### config.mk
export PLATFORM = sky130hd
export DESIGN_NAME = bcsd_sqrt
export DESIGN_NICKNAME = d
export VERILOG_FILES = /design/src/hdl/bcsd_pkg.sv /design/src/hdl/bcsd_sqrt.sv
export SDC_FILE = /design/constraint.sdc
export NUM_CORES = 1
export LEC_CHECK = 0
export BUFFER_PORTS_ARGS = -buffer_cell sky130_fd_sc_hd__clkbuf_2
export CORE_MARGIN = 5
export CORE_UTILIZATION = 55
export DETAILED_ROUTE_END_ITERATION = 12
export PLACE_DENSITY_LB_ADDON = 0.25
export SYNTH_ARGS = -nofsm -noshare
export SYNTH_HDL_FRONTEND = slang
export SYNTH_SLANG_ARGS = --single-unit
export TNS_END_PERCENT = 5
### constraint.sdc
create_clock -name clk -period 8.6 [get_ports clk]
set_clock_uncertainty 0.05 [all_clocks]
set_input_delay 2.58 -clock clk [delete_from_list [all_inputs] [get_ports clk]]
set_output_delay 2.58 -clock clk [all_outputs]
set_load 0.03 [all_outputs]
### src/hdl/bcsd_pkg.sv
package bcsd_pkg;

	localparam int FIELD_W = 24;
	localparam int SLOT_W  = 16;
	localparam int DMG_W   = 16;
	localparam int SQ_W    = 48;
	localparam int LEN_W   = 24;
	localparam int CS_W    = 24;
	localparam int TC_W    = 32;
	localparam int K_W     = 57;
	localparam int K_LO_W  = 28;
	localparam int PROD_W  = 82;
	localparam int ADDR_W  = 4;
	localparam int DATA_W  = 32;

	localparam logic [1:0] REG_CRIT_STRETCH = 2'd0;
	localparam logic [1:0] REG_THERM_EN     = 2'd1;
	localparam logic [1:0] REG_THERM_COEF   = 2'd2;

	typedef struct packed {
		logic load;
		logic step;
	} sqrt_ctl_t;

endpackage

### src/hdl/bcsd_sqrt.sv
module bcsd_sqrt import bcsd_pkg::*; (
	input  logic             clk,
	input  sqrt_ctl_t        ctl,
	input  logic [SQ_W-1:0]  radicand,
	output logic [LEN_W-1:0] root
);
	logic [SQ_W-1:0]    rad_q;
	logic [LEN_W+1:0]   rem_q;
	logic [LEN_W-1:0]   root_q;
	logic [LEN_W+3:0]   r;
	logic [LEN_W+3:0]   trial;

	// one result bit per step, two radicand bits consumed
	always_comb begin
		r     = {rem_q, rad_q[SQ_W-1 -: 2]};
		trial = {2'b00, root_q, 2'b01};
	end

	always_ff @(posedge clk) begin
		if (ctl.load) begin
			rad_q  <= radicand;
			rem_q  <= '0;
			root_q <= '0;
		end else if (ctl.step) begin
			rad_q <= {rad_q[SQ_W-3:0], 2'b00};
			if (r >= trial) begin
				rem_q  <= (LEN_W+2)'(r - trial);
				root_q <= {root_q[LEN_W-2:0], 1'b1};
			end else begin
				rem_q  <= r[LEN_W+1:0];
				root_q <= {root_q[LEN_W-2:0], 1'b0};
			end
		end
	end

	assign root = root_q;
endmodule

## Word-level counts from Yosys, hierarchy flattened

Cells that the tools add are included.

| operators by class | value |
|---|---|
| div/mod/pow operators | 0 |
| shift operators | 0 |
| equality and inequality tests | 0 |
| reductions and logical operators | 1 |
| multipliers | 0 |
| bitwise gates (word level) | 0 |
| add/subtract/negate cells | 1 |
| multiplexer cells | 4 |
| magnitude comparators | 1 |

Operators with widths:

| kind | count |
|---|---|
| 2-to-1 mux 48 bit | 2 |
| >= comparator 28 x 26 -> 1 bit | 1 |
| 2-to-1 mux 26 bit | 1 |
| subtractor 26 bit | 1 |
| nonzero test 2 bit | 1 |
| 2-to-1 mux 1 bit | 1 |

| word-level totals | value |
|---|---|
| bits of input ports | 51 |
| bits in registers | 98 |
| logic and storage cells | 10 |
| memories | 0 |
| bits in latches | 0 |
| bits in read-only memories | 0 |
| RAM bits | 0 |
| output and inout port bits | 24 |

## Logic depth before layout (Yosys ltp)

Gate-level depths: netlist of run 1.

| depth | value |
|---|---|
| word-level depth | 2 |
| depth in mapped cells | 11 |
| mapped depth without buffers | 10 |

## Least setup slack after synthesis of run 1

OpenSTA, ideal clock, no wires.

| timing | value |
|---|---|
| path kind | input-to-reg |
| from | input port ctl[1] (netlist bit) |
| to | register rad_q[0] (enable) |
| buffers on the path | 2 |
| cell stages on the path | 4 |
| library setup time | 0.402 ns |
| required time | 8.148 ns |
| arrival time | 4.047 ns |
| path slack | 4.101 ns |
| path through | clkbuf_1 -> nor2_1 -> clkbuf_1 -> inv_1 |

| between the ends | value |
|---|---|
| cells in the longest elaborated chain, start to end | 1 |

RTL lines:

| item | RTL line | source |
|---|---|---|
| from (decl) | bcsd_sqrt.sv:3 | `input sqrt_ctl_t ctl,` |
| nonzero test 2 bit (no line) | -- |  |
| to (signal assigned) | bcsd_sqrt.sv:21 | `rad_q <= radicand;` |
| to (signal assigned) | bcsd_sqrt.sv:25 | `rad_q <= {rad_q[SQ_W-3:0], 2'b00};` |
| to (decl) | bcsd_sqrt.sv:7 | `logic [SQ_W-1:0] rad_q;` |

Every way passes these cells.
A chain may end at the register's enable or synchronous reset.

## Worst setup path in the final report of run 1

| timing | value |
|---|---|
| from | input port ctl[1] (netlist bit) |
| to | register rad_q[11] (enable) |

Same word-level chain as after synthesis.

==> reports/metrics.yaml, run 1 <==
finalHoldViolCount: 0
htreeDepth: 3
num_rows: 36
p_sw_w: 0.000827
clock_latency_ns: 0.37
dr_total_vias: 3905
wire_per_inst_um: 15.0
syn_to_final_growth_pct: 11.6
worstPathRequired_ns: 8.54
seqPwrFrac: 0.306
start_util: 0.561
dieWidth_um: 110
finalSetupTns_ns: 0
postSynthCellCount: 514
critPathMaxFanout: 91
combPwrFrac: 0.557
ys_ff_latch: 98
tightest_slew_ns: 0.988
io_pins: 75
syn_avg_cell_area_um2: 10.6
gp_congestion: 0.879
hold_path.class: "reg2reg"
status: "finished, final reports clean"
slowest_delay_ns: 0.82
chipHeight_um: 110
post_cts_buffers: 0
netlist_area_um2: 5460
core_um2: 9730
relSlewSlack: 0.342
dieArea_um2: 12000
dp_slack_ns: 3.50
vias_per_cell: 5.48
cp_top_family: "buffers and inverters"
power.density_nw_per_um2: 332
crit_arrival_ns: 4.59
setup_violations: 0
ys_seq_area_frac: 0.448
pwr-share-clk: 0.137
max_freq_mhz: 215
ys.flop_type: "dfxtp_1"
power_leakage_nw: 2.50
antenna_found_initial: 0
grt_pass1_wl_um: 17100
rsz0062_at_grt: "no"
grt_pass1_vias: 3619
ant_nets: 0
ys_types: 58
clockRootBuffer: "clkbuf_8"
slowest_stage: "inv_2"
path_buf_inv: 2
fillers: 850
synth_edf_count: 48
drive_above_1_share: 0.260
finalWorstSetupSlack_ns: 3.96
cts_sinks: 98
wirelength_um: 10700
utilization: 0.626
track_usage: 0.180
drv_cap: 0
first_pass_iters: 4
grt_overflow_total: 0
cts_buffers: 9
cp-start-kind: "primary input"
power.internal_w: 0.00119
cts_resized: 0
switching_share: 0.409
cts.clk_slew.worst_paths_ns: 0.09
ys_warn_count: 0
dr.first_iter.drc_count: 231
n_antenna_cell: 0
synth-async-reset-ratio: 0
port_buffers: 74
cts_tree: "done"
drc: 0
ctsHoldBuffers: 0
syn-num-nets: 591
period_share: 0.540
ir_drop_v: 0.000139
drv_slew: 0
cp-end-kind: "register"
fin_nets: 652
min_period_ns: 4.64
dp_hpwl_um: 7610
cts_max_path_buffers: 2
path_class: "in2reg"
grt_max_degree: 92
path_cells: "buf_4 > nor2_1 > inv_2"
## synthesized netlist by cell type, types with 4 or more instances
| cell type | count | share of area |
|---|---|---|
| mux2_2 | 46 | 0.095 |
| inv_1 | 33 | 0.023 |
| ha_1 | 26 | 0.060 |
| mux2i_1 | 42 | 0.077 |
| a21o_1 | 10 | 0.014 |
| a211oi_1 | 19 | 0.026 |
| o21a_1 | 9 | 0.012 |
| nor2_1 | 54 | 0.037 |
| dfxtp_1 | 50 | 0.18 |
| edfxtp_1 | 48 | 0.26 |
| nand2_1 | 25 | 0.017 |
| a21oi_1 | 17 | 0.016 |
| xor2_1 | 8 | 0.013 |
| o21ai_0 | 23 | 0.021 |
| xnor2_1 | 14 | 0.022 |
| clkbuf_1 | 19 | 0.013 |
| nand3_1 | 4 | 0.0037 |
## routing by layer
metal  GRT usage  vias to the layer above  share of wire
li1            -                     1995              -
met1       0.252                     1819           0.48
met2       0.279                       81           0.47
met3      0.0376                       10          0.039
met4      0.0552                        0          0.012
met5           0                        -              0
## worst paths after layout
| kind | cells after the start | end | slack, ns | start |
|---|---|---|---|---|
| worst min-delay path | 2 | rem_q[25] | 0.43 | rem_q[25] |
| worst max-delay path | 3 | rad_q[11] | 3.96 | ctl[1] |
| worst min register to register | 2 | rem_q[25] | 0.43 | rem_q[25] |
| worst max register to register | 11 | rem_q[9] | 5.24 | root[0] |
## kinds of logic (layout without fill, tap and decap cells)
family | Yosys count | count (layout) | share of synthesized area
and+or+nand+nor | 108 | 108 | 0.0926
AOI/OAI and AO/OA | 113 | 113 | 0.150
DFF | 98 | 98 | 0.448
buffers and inverters | 59 | 125 | 0.0424
muxes | 88 | 88 | 0.172
xor gates and xnor gates | 22 | 22 | 0.0353
adders and majority gates | 26 | 26 | 0.0596
## final cells by class
| type | instances | area [um^2] | share of cell area |
|---|---|---|---|
| Multi-Input combinational cell | 357 | 2790 | 0.458 |
| Sequential cell | 98 | 2440 | 0.401 |
| Timing Repair Buffer | 76 | 388 | 0.0637 |
| Tap cell | 133 | 166 | 0.0273 |
| Clock buffer | 11 | 141 | 0.0232 |
| Inverter | 33 | 124 | 0.0203 |
| Clock inverter | 5 | 37.5 | 0.00616 |
## through the flow
stage	hold WS [ns]	power, W	instances	instance area [um^2]
final	0.426	0.00202	713	6090
after global routing	0.469	0.00218	713	6090
after CTS	0.427	0.00203	713	6090
after detailed placement	0.404	0.00175	697	5910
after global placement	0.404	0.00173	697	5910
after floorplan	0.379	0.00153	514	5460
## state kept, by name, indices dropped and copies added, names as in the netlist
signal and count:
rad_q 48, root 24, rem_q 26
## worst register-to-register path: cells and delay by family, from the launching register on
family / cells / cell delay, ns
fa+ha+maj: 1 / 0.37
flops: 1 / 0.39
compound gates: 5 / 1.19
buf+inv: 2 / 0.50
simple gates: 2 / 0.44
mux: 1 / 0.24
## power groups by stage
stage	Clock, W	Combinational [W]	Sequential, W
global route	0.000307	0.00124	0.000627
floorplan	0	0.000916	0.000615
CTS	0.000286	0.00112	0.000619
global placement	0	0.00110	0.000627
detailed placement	0	0.00112	0.000629
finish	0.000276	0.00113	0.000619
## layout by cell type (no fill, tap or decap), types with 19 or more instances in the layout
cell type / count
a211oi_1: 19
mux2_2: 46
o21ai_0: 23
edfxtp_1: 48
dfxtp_1: 50
mux2i_1: 42
ha_1: 26
nand2_1: 25
clkbuf_2: 73
inv_1: 32
nor2_1: 54
No activity file was read; power rests on OpenSTA's default activity.
==> inputs of run 2 (changes only) <==
Clock period 8.6 ns to 4.53 ns, I/O delays scaled along.
==> reports/metrics.yaml, run 2 (synthesis gave the netlist of run 1 again) <==
status: "finished, final reports clean"
holdWs_ns: 0.458
gp_congestion: 0.857
dieArea_um2: 12000
dr.first_iter.drc_count: 150
routed.top_layer: "met4"
wirelength_um: 10900
grt_pass1_vias: 3734
dr_wl_met3_um: 413
mostFrequentLayoutCells: "clkbuf_2, nor2_1, dfxtp_1"
critPathMaxFanout: 18
tightest_slew_ns: 0.971
slowest_stage: "or4_1"
drv_cap: 0
num_rows: 36
ant_nets: 0
cts_tree: "done"
worstPathRequired_ns: 4.76
drc: 0
start_util: 0.561
cp_top_family: "compound AO/OA/AOI/OAI gates"
path_class: "reg2reg"
post_cts_buffers: 0
hold_path.class: "reg2reg"
clockRootBuffer: "clkbuf_8"
largest_register: "rad_q"
largest_reg_flops: 48
dr_total_vias: 3982
clock_latency_ns: 0.37
ir_drop_v: 0.000290
vias_per_cell: 5.57
cts_buffers: 9
finalSetupTns_ns: 0
cts_sinks: 98
core_um2: 9730
chipHeight_um: 110
grt_overflow_total: 0
instances_no_fill: 715
htreeDepth: 3
n_antenna_cell: 0
first_pass_iters: 4
dp_hpwl_um: 7740
crit_arrival_ns: 3.32
slowest_delay_ns: 0.56
power_leakage_nw: 2.51
cts_max_path_buffers: 2
drv_slew: 0
track_usage: 0.184
max_freq_mhz: 324
antenna_found_initial: 0
wl_met1_um: 5260
min_period_ns: 3.08
power.density_nw_per_um2: 633
setup_violations: 0
syn_to_final_growth_pct: 11.8
wl_met2_um: 5060
cp-start-kind: "register"
dp.cells: 699
grt_pass1_wl_um: 17600
cts_resized: 0
wire_per_inst_um: 15.2
path_cells: "inv_1 > ha_1 > nand2_1 > o21ai_0 > nor3_4 > a211oi_2 > a211oi_4 > buf_4 > or4_1 > a311oi_2"
dieWidth_um: 110
post-route-cell-area_um2: 6100
cts.clk_slew.worst_paths_ns: 0.09
io_pins: 75
cp-end-kind: "register"
finalHoldViolCount: 0
rsz0062_at_grt: "no"
drive_above_1_share: 0.261
path_buf_inv: 2
dpl_cell_area_um2: 5930
layout_commonest_cell: "clkbuf_2"
fin_nets: 654
relSlewSlack: 0.352
port_buffers: 74
ctsHoldBuffers: 0
grt_max_degree: 60
period_share: 0.680
-- run 2: changes by cell type in the layout (fill, tap and decap cells not counted) --
| cell | delta |
|---|---|
| buf_4 | +2 |
| inv_8 | +1 |
| clkinvlp_4 | -1 |
| clkinv_2 | -1 |
| clkbuf_8 | -1 |
| clkinv_1 | +2 |
| inv_6 | +1 |
| clkbuf_1 | -1 |
-- run 2: power by group --
part | total, W | internal, W | switching (W)
clock network | 0.000528 | 0.000205 | 0.000323
logic | 0.00216 | 0.000981 | 0.00118
registers | 0.00118 | 0.00108 | 0.0000990
total | 0.00386 | 0.00226 | 0.00160
-- run 2: final timing paths --
kind / from / end / slack (ns) / depth (start not counted)
hold reg to reg: rem_q[11] / rem_q[11] / 0.46 / 2
hold / removal: rem_q[11] / rem_q[11] / 0.46 / 2
setup reg to reg: root[9] / rem_q[24] / 1.45 / 10
setup / recovery: root[9] / rem_q[24] / 1.45 / 10
-- run 2: metal layers --
layer	up-vias	track usage
li1	2000	-
met5	-	0
met2	89	0.286
met4	0	0.0659
met3	12	0.0352
met1	1881	0.258
-- run 2: worst reg2reg max path: stages, from the launching register on --
cell and delay, ns:
dfxtp_1 0.38, inv_1 0.06, ha_1 0.43, nand2_1 0.15
o21ai_0 0.46, nor3_4 0.10, a211oi_2 0.28, a211oi_4 0.06
buf_4 0.23, or4_1 0.56, a311oi_2 0.25
-- run 2: layout make-up --
cell class | count | area, um^2
flip-flops and latches | 98 | 2440
clock buffers | 9 | 124
well taps | 133 | 166
fillers | 860 | 3630
inverters | 33 | 124
multi-input cells | 357 | 2790
clock inverters | 7 | 52.6
repair buffers | 78 | 403
-- run 2: through the flow --
step | worst slack (ns) | utilization | power, W
global route | 1.25 | 0.627 | 0.00413
detailed placement | 1.20 | 0.609 | 0.00332
finish | 1.45 | 0.627 | 0.00386
CTS | 1.45 | 0.627 | 0.00386
floorplan | 1.25 | - | 0.00291
global placement | 1.24 | 0.609 | 0.00329
==> inputs of run 3 (changes only) <==
Settings changed: ABC_AREA from default to 1, CORE_UTILIZATION 55 to 53.
Clock period 4.53 ns to 2.8 ns, I/O delays scaled along.
==> reports/metrics.yaml, run 3 <==
ys_top_cells_by_count: "nand2_1, inv_1, nand3_1"
rsz0062_at_grt: "no"
synth_top_cell_by_area: "nand2_1"
port_buffers: 74
ant_nets: 0
start_util: 0.548
grt_pass1_vias: 5149
post_synth_xor_area_fraction: 0.0175
dr.first_iter.drc_count: 435
track_usage: 0.223
largest_reg_flops: 48
clockRootBuffer: "clkbuf_16"
mostFrequentLayoutCells: "nand2_1, inv_1, clkbuf_2"
routed.top_layer: "met4"
core_um2: 11000
r2r_start: "root[15]"
ys_seq_area_frac: 0.406
dr_wl_met3_um: 747
min_to: "rem_q[24]"
dp_hpwl_um: 10400
relSlewSlack: 0.710
cts_tree: "done"
clock_latency_ns: 0.35
ys.flop_type: "dfxtp_1"
synth.top_cells.by_area: "nand2_1, edfxtp_1, dfxtp_1"
dieWidth_um: 117
wl_met2_um: 6500
synth_mux_area_frac: 0
max_freq_mhz: 430
drv_cap: 0
vias_per_cell: 5.08
wire_per_inst_um: 13.0
min_period_ns: 2.33
first_pass_iters: 5
syn-num-nets: 952
r2r_end: "rem_q[24]"
chipHeight_um: 117
slowest_delay_ns: 0.38
grt_pass1_wl_um: 23900
syn_avg_cell_area_um2: 6.87
synth_compound_area_frac: 0.0470
synth_top_area_frac: 0.248
post_cts_buffers: 0
tightest_slew_ns: 0.435
io_pins: 75
setup_violations: 0
slowest_stage: "ha_1"
cts_resized: 0
finalSetupTns_ns: 0
dieArea_um2: 13600
cp-end-kind: "register"
worstRegToRegCells: 13
yosysMostFrequentCell: "nand2_1"
dp_slack_ns: 0.467
ys_types: 35
htreeDepth: 3
antenna_found_initial: 0
ys_warn_count: 0
path_cells: "inv_1 > ha_1 > nand2_1 > nor2_2 > inv_2 > nor2_4 > and2_2 > nand2_4 > nand3_4 > buf_4 > nand3_1 > nand3_1 > nand2_1"
cts_max_path_buffers: 2
dr_total_vias: 5523
drive_above_1_share: 0.124
postSynthCellCount: 875
cts.clk_slew.worst_paths_ns: 0.07
hold_path_depth: 2
synth_edf_count: 48
synth-async-reset-ratio: 0
synth-adder-area-share: 0.0541
wl_met1_um: 6490
synth_top_family_by_area: "simple AND/OR/NAND/NOR gates"
grt_overflow_total: 0
power.density_nw_per_um2: 1040
utilization: 0.624
synthSimpleGateAreaFrac: 0.368
layout_commonest_cell: "nand2_1"
r2r_slack_ns: 0.47
crit_arrival_ns: 2.52
netlist_area_um2: 6010
worstPathRequired_ns: 2.99
cp-start-kind: "register"
path_class: "reg2reg"
ir_drop_v: 0.000458
fin_nets: 1020
status: "finished, final reports clean"
largest_register: "rad_q"
drv_slew: 0
syn_to_final_growth_pct: 13.9
cts_buffers: 9
ys_ff_latch: 98
num_rows: 38
finalWorstSetupSlack_ns: 0.474
holdWs_ns: 0.419
ctsHoldBuffers: 0
cp_top_family: "simple AND/OR/NAND/NOR gates"
n_antenna_cell: 0
finalHoldViolCount: 0
period_share: 0.831
cts_sinks: 98
critPathMaxFanout: 19
path_buf_inv: 3
grt_max_degree: 55
hold_path.class: "reg2reg"
min-delay-start: "rem_q[24]"
wirelength_um: 14100
gp_congestion: 0.983
power_leakage_nw: 3.67
drc: 0
-- run 3: changes by cell type in the layout (fill, tap and decap cells not counted), moves of 26 or more --
| cell | delta |
|---|---|
| nand2_1 | +372 |
| inv_1 | +99 |
| nand3_1 | +51 |
| mux2_2 | -46 |
| mux2i_1 | -42 |
| nand4_1 | +26 |
-- run 3: how the worst max path moves through the flow --
stage | startpoint | end | slack, ns | cells past startpoint
global placement | root[15] | rem_q[24] | 0.44 | 13
floorplan | ctl[1] | rad_q[0] | 0.27 | 4
global route | root[14] | rem_q[25] | 0.26 | 13
detailed placement | root[14] | rem_q[24] | 0.47 | 13
CTS | root[15] | rem_q[24] | 0.45 | 13
finish | root[15] | rem_q[24] | 0.47 | 13
-- run 3: cell type report --
| type | instances | area, um^2 |
|---|---|---|
| tap | 140 | 175 |
| timing repair buffer | 85 | 465 |
| sequential | 98 | 2440 |
| clock inverter | 6 | 96.3 |
| clock buffer | 10 | 229 |
| multi-input combinational | 612 | 2930 |
| inverter | 137 | 514 |
| fill | 1061 | 4130 |
-- run 3: metrics by stage --
step / cells / instance area [um^2] / power (W)
detailed placement: 1072 / 6530 / 0.00574
global route: 1088 / 6850 / 0.00779
finish: 1088 / 6850 / 0.00712
global placement: 1072 / 6530 / 0.00573
floorplan: 875 / 6010 / 0.00490
CTS: 1088 / 6850 / 0.00711
-- run 3: tightest hold or removal path: cells and delay by family (launching register included) --
family        cells  cell delay [ns]
flops             1             0.32
simple gates      2             0.11
-- run 3: report_power, final --
group | switching, W | total (W) | internal [W]
Combinational | 0.00258 | 0.00394 | 0.00136
Sequential | 0.000113 | 0.00183 | 0.00171
Clock | 0.000554 | 0.00135 | 0.000796
Total | 0.00324 | 0.00712 | 0.00387
-- run 3: layer usage --
metal,track usage,vias to the layer above
met5,0,-
met4,0.0967,0
met3,0.0477,28
met2,0.355,140
met1,0.294,2470
li1,-,2885
-- run 3: cell families after synthesis --
kind of cell / after synthesis
AND/OR/NAND/NOR: 528
buffers and inverters: 165
flip-flops: 98
AO/OA/AOI/OAI: 46
adder cells (fa/ha/maj): 26
XOR/XNOR: 12
